**src/rtl/utf8sv_pkg.sv**
```systemverilog
package utf8sv_pkg;

	localparam logic [7:0] ASCII_MAX  = 8'h7f;
	localparam logic [7:0] LEAD2_MIN  = 8'hc2;
	localparam logic [7:0] LEAD2_MAX  = 8'hdf;
	localparam logic [7:0] LEAD3_MIN  = 8'he0;
	localparam logic [7:0] LEAD3_MAX  = 8'hef;
	localparam logic [7:0] LEAD3_SURR = 8'hed;
	localparam logic [7:0] LEAD4_MIN  = 8'hf0;
	localparam logic [7:0] LEAD4_MAX  = 8'hf4;
	localparam logic [7:0] BOUND3     = 8'ha0;
	localparam logic [7:0] BOUND4     = 8'h90;
	localparam logic [7:0] CONT_MASK  = 8'hc0;
	localparam logic [7:0] CONT_TAG   = 8'h80;

	typedef enum logic [1:0] {
		RULE_NONE  = 2'd0,
		RULE_LOWER = 2'd1,
		RULE_UPPER = 2'd2
	} rule_t;

	typedef struct packed {
		logic [1:0] bytes_owed;
		rule_t      second_byte_rule;
		logic       failed;
	} scan_state_t;

	typedef struct packed {
		scan_state_t next;
		logic        emit;
		logic        verdict;
	} step_result_t;

	localparam scan_state_t STATE_CLEAR = '{bytes_owed: 2'd0,
		second_byte_rule: RULE_NONE, failed: 1'b0};

endpackage

```
**src/rtl/utf8sv_step.sv**
```systemverilog
module utf8sv_step (
	input  utf8sv_pkg::scan_state_t  cur,
	input  logic [7:0]               data_byte,
	input  logic                     last,
	input  logic                     empty_req,
	output utf8sv_pkg::step_result_t res
);
	import utf8sv_pkg::*;

	scan_state_t taken;
	logic [7:0]  bound;
	logic        cont_ok;

	always_comb begin
		taken   = cur;
		bound   = (cur.bytes_owed == 2'd2) ? BOUND3 : BOUND4;
		cont_ok = (data_byte & CONT_MASK) == CONT_TAG;
		if (cur.second_byte_rule == RULE_LOWER && data_byte < bound) begin
			cont_ok = 1'b0;
		end
		if (cur.second_byte_rule == RULE_UPPER && data_byte >= bound) begin
			cont_ok = 1'b0;
		end
		if (!cur.failed) begin
			if (cur.bytes_owed != 2'd0) begin
				if (!cont_ok) begin
					taken.failed = 1'b1;
				end else begin
					taken.bytes_owed       = cur.bytes_owed - 2'd1;
					taken.second_byte_rule = RULE_NONE;
				end
			end else if (data_byte == 8'd0) begin
				taken.failed = 1'b1;
			end else if (data_byte <= ASCII_MAX) begin
				taken = cur;
			end else if (data_byte >= LEAD2_MIN && data_byte <= LEAD2_MAX) begin
				taken.bytes_owed       = 2'd1;
				taken.second_byte_rule = RULE_NONE;
			end else if (data_byte >= LEAD3_MIN && data_byte <= LEAD3_MAX) begin
				taken.bytes_owed       = 2'd2;
				taken.second_byte_rule = (data_byte == LEAD3_MIN) ? RULE_LOWER
					: (data_byte == LEAD3_SURR) ? RULE_UPPER : RULE_NONE;
			end else if (data_byte >= LEAD4_MIN && data_byte <= LEAD4_MAX) begin
				taken.bytes_owed       = 2'd3;
				taken.second_byte_rule = (data_byte == LEAD4_MIN) ? RULE_LOWER
					: (data_byte == LEAD4_MAX) ? RULE_UPPER : RULE_NONE;
			end else begin
				taken.failed = 1'b1;
			end
		end

		res.emit    = empty_req | last;
		res.verdict = 1'b0;
		res.next    = taken;
		if (empty_req) begin
			res.verdict = !cur.failed && cur.bytes_owed == 2'd0;
			res.next    = STATE_CLEAR;
		end else if (last) begin
			res.verdict = !taken.failed && taken.bytes_owed == 2'd0;
			res.next    = STATE_CLEAR;
		end
	end

endmodule

```
**src/rtl/utf8_stream_validator.sv**
```systemverilog
// Channel  Handshake            Payload
// in       in_valid/in_ready    data_byte, last, empty_req
// out      out_valid/out_ready  string_valid
//
// One item per cycle unless a stalled result holds the input; verdicts are registered.
// Path: input register, one step of the scan state, result register.
// arst_n clears the scan state and both valid flags.
// A stalled result holds the input register only when that item ends a string.
module utf8_stream_validator (
	input  logic       clk,
	input  logic       arst_n,
	input  logic       in_valid,
	output logic       in_ready,
	input  logic [7:0] data_byte,
	input  logic       last,
	input  logic       empty_req,
	output logic       out_valid,
	input  logic       out_ready,
	output logic       string_valid
);
	import utf8sv_pkg::*;

	logic         valid_s1;
	logic [7:0]   byte_s1;
	logic         last_s1;
	logic         empty_s1;
	scan_state_t  state_q;
	step_result_t step;
	logic         adv;
	logic         out_valid_q;
	logic         string_valid_q;

	utf8sv_step u_step (
		.cur       (state_q),
		.data_byte (byte_s1),
		.last      (last_s1),
		.empty_req (empty_s1),
		.res       (step)
	);

	assign adv      = valid_s1 && (!step.emit || !out_valid_q || out_ready);
	assign in_ready = !valid_s1 || adv;

	always_ff @(posedge clk or negedge arst_n) begin
		if (!arst_n) begin
			valid_s1 <= 1'b0;
		end else if (in_ready) begin
			valid_s1 <= in_valid;
		end
	end

	always_ff @(posedge clk) begin
		if (in_ready && in_valid) begin
			byte_s1  <= data_byte;
			last_s1  <= last;
			empty_s1 <= empty_req;
		end
	end

	always_ff @(posedge clk or negedge arst_n) begin
		if (!arst_n) begin
			state_q <= STATE_CLEAR;
		end else if (adv) begin
			state_q <= step.next;
		end
	end

	always_ff @(posedge clk or negedge arst_n) begin
		if (!arst_n) begin
			out_valid_q <= 1'b0;
		end else if (adv && step.emit) begin
			out_valid_q <= 1'b1;
		end else if (out_ready) begin
			out_valid_q <= 1'b0;
		end
	end

	always_ff @(posedge clk) begin
		if (adv && step.emit) begin
			string_valid_q <= step.verdict;
		end
	end

	assign out_valid    = out_valid_q;
	assign string_valid = string_valid_q;

`ifndef SYNTH
	a_clear_after_verdict: assert property (@(posedge clk) disable iff (!arst_n)
		(adv && step.emit) |=> (state_q.bytes_owed == 2'd0 && !state_q.failed))
		else $error("scan state not cleared after verdict");
	a_rule_needs_owed: assert property (@(posedge clk) disable iff (!arst_n)
		(state_q.second_byte_rule != RULE_NONE) |-> (state_q.bytes_owed >= 2'd2))
		else $error("second byte rule without multi-byte sequence");
	a_no_drop: assert property (@(posedge clk) disable iff (!arst_n)
		(out_valid_q && !out_ready && valid_s1 && step.emit) |-> !in_ready)
		else $error("verdict would overwrite pending result");
`endif

endmodule
```
**config.mk**
```make
export PLATFORM = sky130hd
export DESIGN_NAME = utf8_stream_validator
export DESIGN_NICKNAME = d
export VERILOG_FILES = /design/src/rtl/utf8sv_pkg.sv /design/src/rtl/utf8sv_step.sv /design/src/rtl/utf8_stream_validator.sv
export SDC_FILE = /design/constraint.sdc
export NUM_CORES = 1
export LEC_CHECK = 0
export ABC_AREA = 1
export CELL_PAD_IN_SITES_DETAIL_PLACEMENT = 1
export CELL_PAD_IN_SITES_GLOBAL_PLACEMENT = 2
export CORE_MARGIN = 2
export CORE_UTILIZATION = 39
export DETAILED_ROUTE_END_ITERATION = 8
export DONT_BUFFER_PORTS = 1
export GPL_TIMING_DRIVEN = 0
export PLACE_DENSITY = 0.91
export SLEW_MARGIN = 20
export SYNTH_ARGS = -nofsm -noshare
export SYNTH_HDL_FRONTEND = slang
export SYNTH_SLANG_ARGS = --single-unit
```
**constraint.sdc**
```tcl
create_clock -name clk -period 5.6 [get_ports clk]
set_input_delay 0.56 -clock clk [delete_from_list [all_inputs] [get_ports clk]]
set_output_delay 0.56 -clock clk [all_outputs]
set_load 0.005 [all_outputs]
```
**Word level (Yosys, flattened, before mapping)**

Index checks and enable logic that the tools add are counted.

- Reduce and logical (&&, ||, !) cells: 25
- Equal/unequal tests: 12
- Multiplexer cells: 26
- $add $sub $neg: 1
- Order comparisons: 9
- Bitwise operators: 1

Operator list:

| operator | count |
|---|---|
| $eq 8x8->1 const B | 4 |
| $mux 5 | 5 |
| $ge 8x8->1 const B | 3 |
| $le 8x8->1 const B | 3 |
| $mux 4 | 5 |
| $ne 4x3->1 const B | 3 |
| $mux 1 | 11 |
| $logic_and 1x1->1 | 10 |
| $ge 8x8->1 | 1 |
| $le 8x7->1 const B | 1 |
| $logic_not 8->1 | 1 |
| $lt 8x8->1 | 1 |
| $mux 2 | 4 |
| $eq 2x2->1 const B | 3 |
| $mux 6 | 1 |
| $reduce_and 6->1 | 1 |
| $reduce_bool 6->1 | 1 |
| $logic_not 1->1 | 5 |
| $logic_not 2->1 | 2 |
| $reduce_bool 2->1 | 2 |
| $logic_or 1x1->1 | 3 |
| $ne 3x3->1 const B | 1 |
| $eq 2x1->1 const B | 1 |
| $sub 2x1->2 const B | 1 |
| $or 1x1->1 | 1 |

- Output and inout bits: 3
- Register bits: 18
- Logic and storage cells: 83

**Longest topological paths before layout**

Gate-level depths: netlist of run 1.

- Depth after elaboration: 14
- Depth in mapped cells: 16
- Mapped depth without buffers: 16

**Hierarchy**

From an unflattened synthesis of run 1, not the netlist that was laid out.

- Cell total of the unflattened synthesis: 151
- Area total of the unflattened synthesis: 1166.1 um^2

By module, submodules not included:

| module | area an instance (um^2) | seq. area each (um^2) | times used | cells each |
|---|---|---|---|---|
| utf8_stream_validator | 651.9 | 505.5 | 1 | 45 |
| utf8sv_step | 514.2 | 0.0 | 1 | 106 |

**Least setup slack after synthesis of run 1**

Ideal clock, no wire load.

- Kind: flip-flop to flip-flop
- Start: reg state_q[3] in the netlist's numbering
- End: reg string_valid_q, in the netlist string_valid (data pin)
- Setup slack: 3.648 ns
- Stages on the path, launching flop included: 16
- Path buffers: 0
- Library setup time: 0.252 ns
- Arrival time: 1.699 ns
- Cells stage by stage: dfrtp_1 inv_1 ha_1 inv_1 ha_1 inv_1 o21ai_1 nor2_1 nor2_4 nand2_4 nand2_1 nand3_1 nand2_1 nand2_2 nand3_2 nand2_1

RTL lines:

| element | line | RTL |
|---|---|---|
| start: declaration | utf8_stream_validator.sv:27 | `scan_state_t state_q;` |
| start signal: assignment | utf8_stream_validator.sv:64 | `state_q <= step.next;` |
| end signal: assignment | utf8_stream_validator.sv:80 | `string_valid_q <= step.verdict;` |
| end: declaration | utf8_stream_validator.sv:31 | `logic string_valid_q;` |

==> results_dict.tcl, run 1 <==
set metrics [dict create \
    hp-start "last" \
    reg2reg_depth 15 \
    initial_core_util 0.407 \
    cap_viol_max_count 0 \
    cp-start-kind "flop" \
    slowest_stage "dfrtp_1" \
    synth.distinct_cells 24 \
    dp.final_hpwl_mm 1.86 \
    critical_path.cell_chain "inv_1 -> ha_1 -> inv_1 -> ha_1 -> inv_1 -> o21ai_1 -> nor2_1 -> nor2_4 -> nand2_4 -> nand2_1 -> nand3_1 -> nand2_1 -> nand2_2 -> nand3_2 -> nand2_1" \
    dr.pass1.iters 4 \
    syn_inst 136 \
    hold_ws_ns 0.361 \
    crit_path_max_fanout 5 \
    slew_headroom 0.682 \
    tightestPinTransition_ns 0.464 \
    ant_nets 0 \
    drt-wirelength-per-cell_microns 12.7 \
    tns_ns 0 \
    die-height_microns 57.4 \
    period_share 0.391 \
    syn_nets 154 \
    hp-class "primary input to flop" \
    path_delay_family "simple AND/OR/NAND/NOR gates" \
    power_frac_comb 0.330 \
    slew_viol_final 0 \
    dieArea_sq_um 3300 \
    yosysSeqAreaShare 0.454 \
    use_met2 0.247 \
    routed_wl_mm 2.19 \
    cts_buffers 3 \
    setup_viol 0 \
    antenna_found_initial 0 \
    clk_pin_slew_ns 0.10 \
    critPathMaxStageDelay_ns 0.42 \
    ys_seq_elements 18 \
    max_freq_ghz 0.457 \
    final_net_count 160 \
    grt_use_total 0.150 \
    p_int_mw 0.239 \
    grt_use_met3 0.0204 \
    grt_max_degree 11 \
    cts_tree "done" \
    grt_pass1_wl_mm 3.84 \
    syn_area_sq_um 1110 \
    clock_skew_ns 0.00702 \
    syn_to_final_growth_pct 7.64 \
    leakagePower_nw 0.570 \
    clockPowerShare 0.205 \
    period_minus_slack_ns 2.19 \
    p_seq_frac 0.465 \
    avgSynthCellArea_sq_um 8.19 \
    holdPathEnd "last_s1$_DFFE_PP_" \
    final_util 0.438 \
    max-vdd-ir-drop_mv 0.248 \
    regToRegSetupSlack_ns 3.41 \
    setup_ws_ns 3.41 \
    n_antenna_cell 0 \
    hold_path_depth 0 \
    h-tree-depth 1 \
    rows 19 \
    gp_congestion 0.798 \
    drive_above_1_share 0.199 \
    cts_sinks 18 \
    cts_setup_buffers 0 \
    io_buffers 0 \
    fp.coreArea_sq_um 2730 \
    reg2reg_to "string_valid$_DFFE_PP_" \
    rr_startpoint "state_q[3]$_DFFE_PN0P_" \
    path_buf_inv 3 \
    grt_overflow 0 \
    io-pin-count 17 \
    grt_pass1_vias 894 \
    dr.first_iter.drc_count 16 \
    insertion_delay_ns 0.29 \
    dieWidth_microns 57.4 \
    worst-setup-path-type "flop to flop" \
    place_ws_ns 3.40 \
    gr-usage-met1 0.200 \
    drt-vias-per-instance 5.09 \
    busiest_layer "met2" \
    num_vias 875 \
    cts_max_path_buffers 2 \
    finalHoldViolCount 0 \
    switching_power_mw 0.133 \
    powerDensity_nw_per_um2 310 \
    status "finished clean" \
    drc 0 \
    arrival_ns 2.24 \
    end_kind "flop" \
    swShare 0.357 \
    required_ns 5.66 \
    rsz0062_at_grt "no" \
    cts-root-buf "clkbuf_4" \
    synth_warnings 0 \
]
-- through the flow --
stage	power [mW]	instances	instance area (sq um)
5_1_grt	0.404	172	1200
3_5_place_dp	0.298	167	1150
2_1_floorplan	0.271	136	1110
3_3_place_gp	0.294	167	1150
4_1_cts	0.379	172	1200
6_report	0.372	172	1200
-- kinds of logic (layout without fill, tap and decap cells) --
group                      count (synthesis)  count (layout)  synth area share
AOI/OAI and AO/OA                         13              13            0.0742
adders and majority gates                  4               4            0.0449
buffers and inverters                     22              27            0.0741
DFF                                       18              18             0.454
and+or+nand+nor                           79              79             0.353
-- power by group through the flow --
stage | combinational (mW) | clock [mW] | sequential, mW
global route | 0.141 | 0.0868 | 0.176
detailed placement | 0.122 | 0 | 0.176
CTS | 0.125 | 0.0807 | 0.173
finish | 0.123 | 0.0764 | 0.173
floorplan | 0.0998 | 0 | 0.172
global placement | 0.119 | 0 | 0.175
-- state kept, by name, indices dropped and copies added (netlist names) --
signal        count
byte_s1           8
state_q           5
empty_s1          1
last_s1           1
out_valid         1
string_valid      1
valid_s1          1
-- area by class of cell --
type,count,area (sq um)
fill,329,1540
multi-input combinational,96,526
sequential,18,505
clock buffer,4,36.3
timing repair buffer,1,10.0
inverter,22,82.6
tap,31,38.8
-- Yosys cell counts (all sizes together) --
| master | n | area share |
|---|---|---|
| o22ai | 1 | 0.0056 |
| inv | 22 | 0.074 |
| a31oi | 1 | 0.0056 |
| a2111oi | 1 | 0.0079 |
| a21oi | 5 | 0.022 |
| dfrtp | 7 | 0.16 |
| nand2 | 46 | 0.18 |
| ha | 4 | 0.045 |
| nand4 | 2 | 0.017 |
| nand3 | 11 | 0.058 |
| nor3 | 1 | 0.0090 |
| o21ai | 4 | 0.021 |
| nor2 | 19 | 0.091 |
| o31ai | 1 | 0.011 |
| edfxtp | 11 | 0.30 |
-- layout by cell type, fill, tap and decap left out, types with 2 or more instances in the layout --
cell / instances
nand3_2: 2
inv_2: 4
nor2_2: 3
nor2_4: 3
nand2_1: 38
edfxtp_1: 11
inv_1: 18
o21ai_1: 2
nand3_1: 9
a21oi_1: 5
nor2_1: 13
nand2_2: 7
dfrtp_1: 7
clkbuf_4: 3
ha_1: 4
-- per-layer routing --
layer / up-vias / part of all wire
li1: 450 / -
met1: 407 / 0.46
met2: 12 / 0.50
met3: 6 / 0.016
met4: 0 / 0.022
met5: - / 0
-- worst reg2reg max path, stage by stage (launching register included) --
cell and delay, ns:
dfrtp_1 0.42, inv_1 0.16, ha_1 0.17, inv_1 0.06, ha_1 0.28, inv_1 0.04, o21ai_1 0.16, nor2_1 0.09
nor2_4 0.13, nand2_4 0.07, nand2_1 0.06, nand3_1 0.06, nand2_1 0.08, nand2_2 0.07, nand3_2 0.06, nand2_1 0.04
-- worst max path at each step --
stage / start / to / depth (start not counted)
6_report: state_q[3]$_DFFE_PN0P_ / string_valid$_DFFE_PP_ / 15
4_1_cts: state_q[3]$_DFFE_PN0P_ / string_valid$_DFFE_PP_ / 15
3_3_place_gp: state_q[3]$_DFFE_PN0P_ / string_valid$_DFFE_PP_ / 15
2_1_floorplan: state_q[3]$_DFFE_PN0P_ / string_valid$_DFFE_PP_ / 15
5_1_grt: state_q[3]$_DFFE_PN0P_ / string_valid$_DFFE_PP_ / 15
3_5_place_dp: state_q[3]$_DFFE_PN0P_ / string_valid$_DFFE_PP_ / 15
-- repair_timing --
item                                   4_1_cts  5_1_grt
endpoints found under the hold margin        7        0
hold buffers                                 1        0
resized for setup                            0        0
No activity file was read; power rests on OpenSTA's default activity.
==> run 2, diff against run 1 <==
Settings changed: CORE_UTILIZATION 39 to 36, PLACE_DENSITY 0.91 to 0.85.
Clock period 5.6 ns to 2.2 ns, I/O delays scaled along.
==> results_dict.tcl, run 2 (synthesized netlist as in run 1, its figures left out) <==
set metrics [dict create \
    placed_area_sq_um 1150 \
    drt-wirelength-per-cell_microns 12.5 \
    syn_to_final_growth_pct 11.1 \
    crit_path_max_fanout 5 \
    slew_headroom 0.734 \
    cts_buffers 3 \
    end_kind "flop" \
    leakagePower_nw 0.585 \
    grt_pass1_wl_mm 3.84 \
    grt_pass1_vias 912 \
    setup_viol 0 \
    fillers 375 \
    dp.final_hpwl_mm 1.81 \
    antenna_found_initial 0 \
    grt_use_total 0.144 \
    max_freq_ghz 0.478 \
    final_cell_area_sq_um 1240 \
    h-tree-depth 1 \
    largest_reg_flops 8 \
    drc 0 \
    die-height_microns 59.6 \
    layout_common_cells "nand2_1 (38), inv_1 (17), nor2_1 (13), edfxtp_1 (11), nand3_1 (9)" \
    dr.pass1.iters 4 \
    powerDensity_nw_per_um2 768 \
    dieArea_sq_um 3550 \
    dieWidth_microns 59.6 \
    finalHoldViolCount 0 \
    grt_max_degree 11 \
    cts_tree "done" \
    regMostFlops "byte_s1" \
    n_antenna_cell 0 \
    cap_viol_max_count 0 \
    tns_ns 0 \
    drive_above_1_share 0.234 \
    mostFrequentLayoutCell "nand2_1" \
    cp_common_cell "nand2_1" \
    clk_pin_slew_ns 0.10 \
    tightestPinTransition_ns 0.389 \
    drt-vias-per-instance 4.93 \
    critPathMaxStageDelay_ns 0.40 \
    cp-start-kind "flop" \
    p_total_mw 0.950 \
    arrival_ns 2.15 \
    insertion_delay_ns 0.29 \
    max-vdd-ir-drop_mv 0.342 \
    hp-class "primary input to flop" \
    period_share 0.952 \
    grt_overflow 0 \
    ant_nets 0 \
    dr.first_iter.drc_count 12 \
    clock_skew_ns 0.00128 \
    routed_wl_mm 2.22 \
    io-pin-count 17 \
    rows 20 \
    path_delay_family "simple AND/OR/NAND/NOR gates" \
    worst-setup-path-type "flop to flop" \
    io_buffers 0 \
    initial_core_util 0.371 \
    status "finished clean" \
    critical_path.cell_chain "inv_2 -> ha_1 -> inv_1 -> ha_4 -> inv_1 -> o21ai_2 -> nor2_1 -> nor2_4 -> nand2_4 -> nand2_1 -> nand3_1 -> nand2_1 -> nand2_2 -> nand3_2 -> nand2_1" \
    cts_sinks 18 \
    fp.coreArea_sq_um 3000 \
    num_vias 877 \
    slowest_stage "dfrtp_1" \
    cts_max_path_buffers 2 \
    cts-root-buf "clkbuf_4" \
    final_net_count 164 \
    period_minus_slack_ns 2.09 \
    slew_viol_final 0 \
    gp_congestion 0.813 \
    required_ns 2.26 \
    reg_top3 "byte_s1: 8 flops, state_q: 5 flops" \
    path_buf_inv 3 \
]
run 2: power by group:
group	switching [mW]	total, mW	internal [mW]
logic	0.215	0.345	0.130
registers	0.0345	0.438	0.404
clock network	0.0970	0.168	0.0705
run 2: metal layers:
| metal | routed length [microns] | vias to the layer above | track usage |
|---|---|---|---|
| li1 | - | 455 | - |
| met1 | 1090 | 407 | 0.189 |
| met2 | 1060 | 11 | 0.240 |
| met3 | 35 | 4 | 0.0131 |
| met4 | 34 | 0 | 0.0667 |
| met5 | 0 | - | 0 |
run 2: layout make-up:
cell class | count | area (sq um) | area share
Multi-Input combinational cell | 96 | 542 | 0.438
Inverter | 22 | 82.6 | 0.0667
Timing Repair Buffer | 5 | 40.0 | 0.0324
Clock buffer | 4 | 26.3 | 0.0212
Tap cell | 33 | 41.3 | 0.0334
Sequential cell | 18 | 505 | 0.408
run 2: path summary, 6_finish.rpt:
check / from / end / slack (ns) / cells after the start
worst min register to register: state_q[2]$_DFFE_PN0P_ / state_q[2]$_DFFE_PN0P_ / 0.52 / 2
worst min-delay path: data_byte[2] / byte_s1[2]$_DFFE_PP_ / 0.02 / 0
min in group asynchronous: arst_n / state_q[2]$_DFFE_PN0P_ / 0.27 / 1
worst max-delay path: state_q[3]$_DFFE_PN0P_ / string_valid$_DFFE_PP_ / 0.11 / 15
max in group asynchronous: arst_n / valid_s1$_DFFE_PN0N_ / 1.67 / 1
worst max register to register: state_q[3]$_DFFE_PN0P_ / string_valid$_DFFE_PP_ / 0.11 / 15
run 2: stage by stage:
step	util	hold WS [ns]	cells	setup slack, ns
5_1_grt	0.412	0.00464	178	-0.0400
2_1_floorplan	-	-0.0756	136	0.248
3_5_place_dp	0.385	-0.0755	169	0.00841
6_report	0.412	0.0189	178	0.106
3_3_place_gp	0.385	-0.0754	169	0.0427
4_1_cts	0.397	0.00368	174	0.0553
run 2: timing repair:
| item | in CTS | in global routing |
|---|---|---|
| setup endpoints to repair | 1 | 3 |
| gates resized for setup | 1 | 2 |
| pin swaps | 0 | 2 |
| endpoints found under the hold margin | 7 | 0 |
| hold buffers | 1 | 0 |
| setup buffers | 0 | 4 |
run 2: worst register-to-register path, stage by stage (launching register included):
cell and delay [ns]:
dfrtp_1 0.40, inv_2 0.10, ha_1 0.15, inv_1 0.07, ha_4 0.27, inv_1 0.04, o21ai_2 0.13, nor2_1 0.09
nor2_4 0.16, nand2_4 0.07, nand2_1 0.06, nand3_1 0.07, nand2_1 0.08, nand2_2 0.06, nand3_2 0.06, nand2_1 0.04
==> run 3, diff against run 2 <==
Settings changed: HOLD_SLACK_MARGIN from default to 0.08.
Clock period 2.2 ns to 2.07 ns, I/O delays scaled along.
==> results_dict.tcl, run 3 (synthesized netlist as in run 1, its figures left out) <==
set metrics [dict create \
    clockPowerShare 0.170 \
    period_share 0.977 \
    cts_max_path_buffers 2 \
    final_net_count 176 \
    path_delay_family "simple AND/OR/NAND/NOR gates" \
    num_vias 936 \
    reg2reg_to "string_valid$_DFFE_PP_" \
    dieArea_sq_um 3550 \
    slew_headroom 0.751 \
    swShare 0.374 \
    rsz0062_at_grt "yes" \
    worst-setup-path-type "flop to flop" \
    cp_common_cell "nand2_2" \
    mostFrequentLayoutCell "nand2_1" \
    switching_power_mw 0.400 \
    grt_pass1_wl_mm 4.15 \
    syn_to_final_growth_pct 26.1 \
    h-tree-depth 1 \
    setup.worst_path.end "string_valid$_DFFE_PP_" \
    max_freq_ghz 0.495 \
    cts-root-buf "clkbuf_4" \
    grt_max_degree 11 \
    gp_congestion 0.813 \
    grt_use_total 0.157 \
    critPathMaxStageDelay_ns 0.40 \
    dieWidth_microns 59.6 \
    powerDensity_nw_per_um2 762 \
    cp_num_cells 15 \
    drt-wirelength-per-cell_microns 12.9 \
    path_buf_inv 3 \
    hp-class "primary input to flop" \
    p_int_mw 0.669 \
    rr_startpoint "state_q[3]$_DFFE_PN0P_" \
    slew_viol_final 0 \
    grt_overflow 0 \
    required_ns 2.13 \
    critical_path.cell_chain "inv_2 -> ha_4 -> inv_4 -> ha_4 -> inv_2 -> o21ai_2 -> nor2_2 -> nor2_4 -> nand2_4 -> nand2_2 -> nand3_2 -> nand2_2 -> nand2_2 -> nand3_2 -> nand2_1" \
    regToRegSetupSlack_ns 0.05 \
    slowest_stage "dfrtp_1" \
    fp.coreArea_sq_um 3000 \
    arrival_ns 2.09 \
    clock_skew_ns 0.00252 \
    rows 20 \
    io_buffers 0 \
    end_kind "flop" \
    dr.pass1.iters 4 \
    p_total_mw 1.07 \
    cts_buffers 3 \
    io-pin-count 17 \
    clk_pin_slew_ns 0.10 \
    drc 0 \
    power_frac_comb 0.392 \
    cp-start-kind "flop" \
    drive_above_1_share 0.287 \
    setup_viol 0 \
    reg_top3 "byte_s1: 8 flops, state_q: 5 flops" \
    hold_ws_ns 0.137 \
    routed_wl_mm 2.45 \
    cts_tree "done" \
    layout_common_cells "nand2_1 (35), inv_1 (15), dlygate4sd3_1 (13), nor2_1 (12), edfxtp_1 (11)" \
    dp.final_hpwl_mm 1.81 \
    status "finished clean" \
    crit_path_max_fanout 3 \
    largest_reg_flops 8 \
    regMostFlops "byte_s1" \
    dr.first_iter.drc_count 9 \
    max-vdd-ir-drop_mv 0.368 \
    tns_ns 0 \
    period_minus_slack_ns 2.02 \
    reg2reg_depth 15 \
    leakagePower_nw 0.638 \
    ant_nets 0 \
    drt-vias-per-instance 4.93 \
    cap_viol_max_count 0 \
    tightestPinTransition_ns 0.372 \
    cts_sinks 18 \
    die-height_microns 59.6 \
    cp-startpoint "state_q[3]$_DFFE_PN0P_" \
    insertion_delay_ns 0.30 \
    p_seq_frac 0.438 \
    antenna_found_initial 0 \
    initial_core_util 0.371 \
    final_util 0.468 \
    grt_pass1_vias 999 \
    finalHoldViolCount 0 \
    n_antenna_cell 0 \
]
run 3: cell types whose count changed in the layout (fill, tap and decap cells not counted), sizes merged:
| cell | previous run | this run |
|---|---|---|
| dlygate4sd3 | 1 | 13 |
run 3: worst min-delay path, stage by stage:
cell     delay (ns)
o31ai_2        0.08
nand2_1        0.08
o21ai_2        0.05
run 3: power groups by stage:
stage | Clock (mW) | Combinational, mW | Sequential [mW]
after floorplan | 0 | 0.270 | 0.464
after global placement | 0 | 0.322 | 0.473
after detailed placement | 0 | 0.326 | 0.474
after CTS | 0.189 | 0.370 | 0.465
after global routing | 0.196 | 0.485 | 0.476
final | 0.182 | 0.419 | 0.468
run 3: area by class of cell:
class,instances,area (sq um)
flip-flops and latches,18,505
fillers,358,1600
multi-input cells,96,586
inverters,22,85.1
clock buffers,4,26.3
well taps,33,41.3
repair buffers,17,160
run 3: metal layers:
layer  part of all wire  GRT usage
met1               0.48      0.194
met2               0.47      0.265
met5                  0          0
met4              0.029     0.0825
met3              0.019     0.0175
run 3: worst min path at each step:
stage	startpoint	end	depth (start not counted)
3_5_place_dp	arst_n	state_q[4]$_DFFE_PN0P_	0
5_1_grt	out_ready	state_q[3]$_DFFE_PN0P_	3
4_1_cts	out_ready	state_q[3]$_DFFE_PN0P_	3
6_report	out_ready	state_q[3]$_DFFE_PN0P_	3
2_1_floorplan	arst_n	out_valid$_DFFE_PN0P_	0
3_3_place_gp	arst_n	state_q[3]$_DFFE_PN0P_	0
run 3: repair_timing:
item	in CTS	in global routing
setup buffers	2	2
endpoints found under the setup margin	2	5
resized for setup	2	15
endpoints found under the hold margin	19	0
hold buffers	13	0
pin swaps	1	12
run 3: through the flow:
| stage | instance area [sq um] | setup WS [ns] | std cells |
|---|---|---|---|
| final | 1400 | 0.0479 | 190 |
| after global routing | 1400 | -0.107 | 190 |
| after CTS | 1330 | 0.00931 | 188 |
| after detailed placement | 1150 | -0.122 | 169 |
| after global placement | 1150 | -0.0873 | 169 |
| after floorplan | 1110 | 0.118 | 136 |
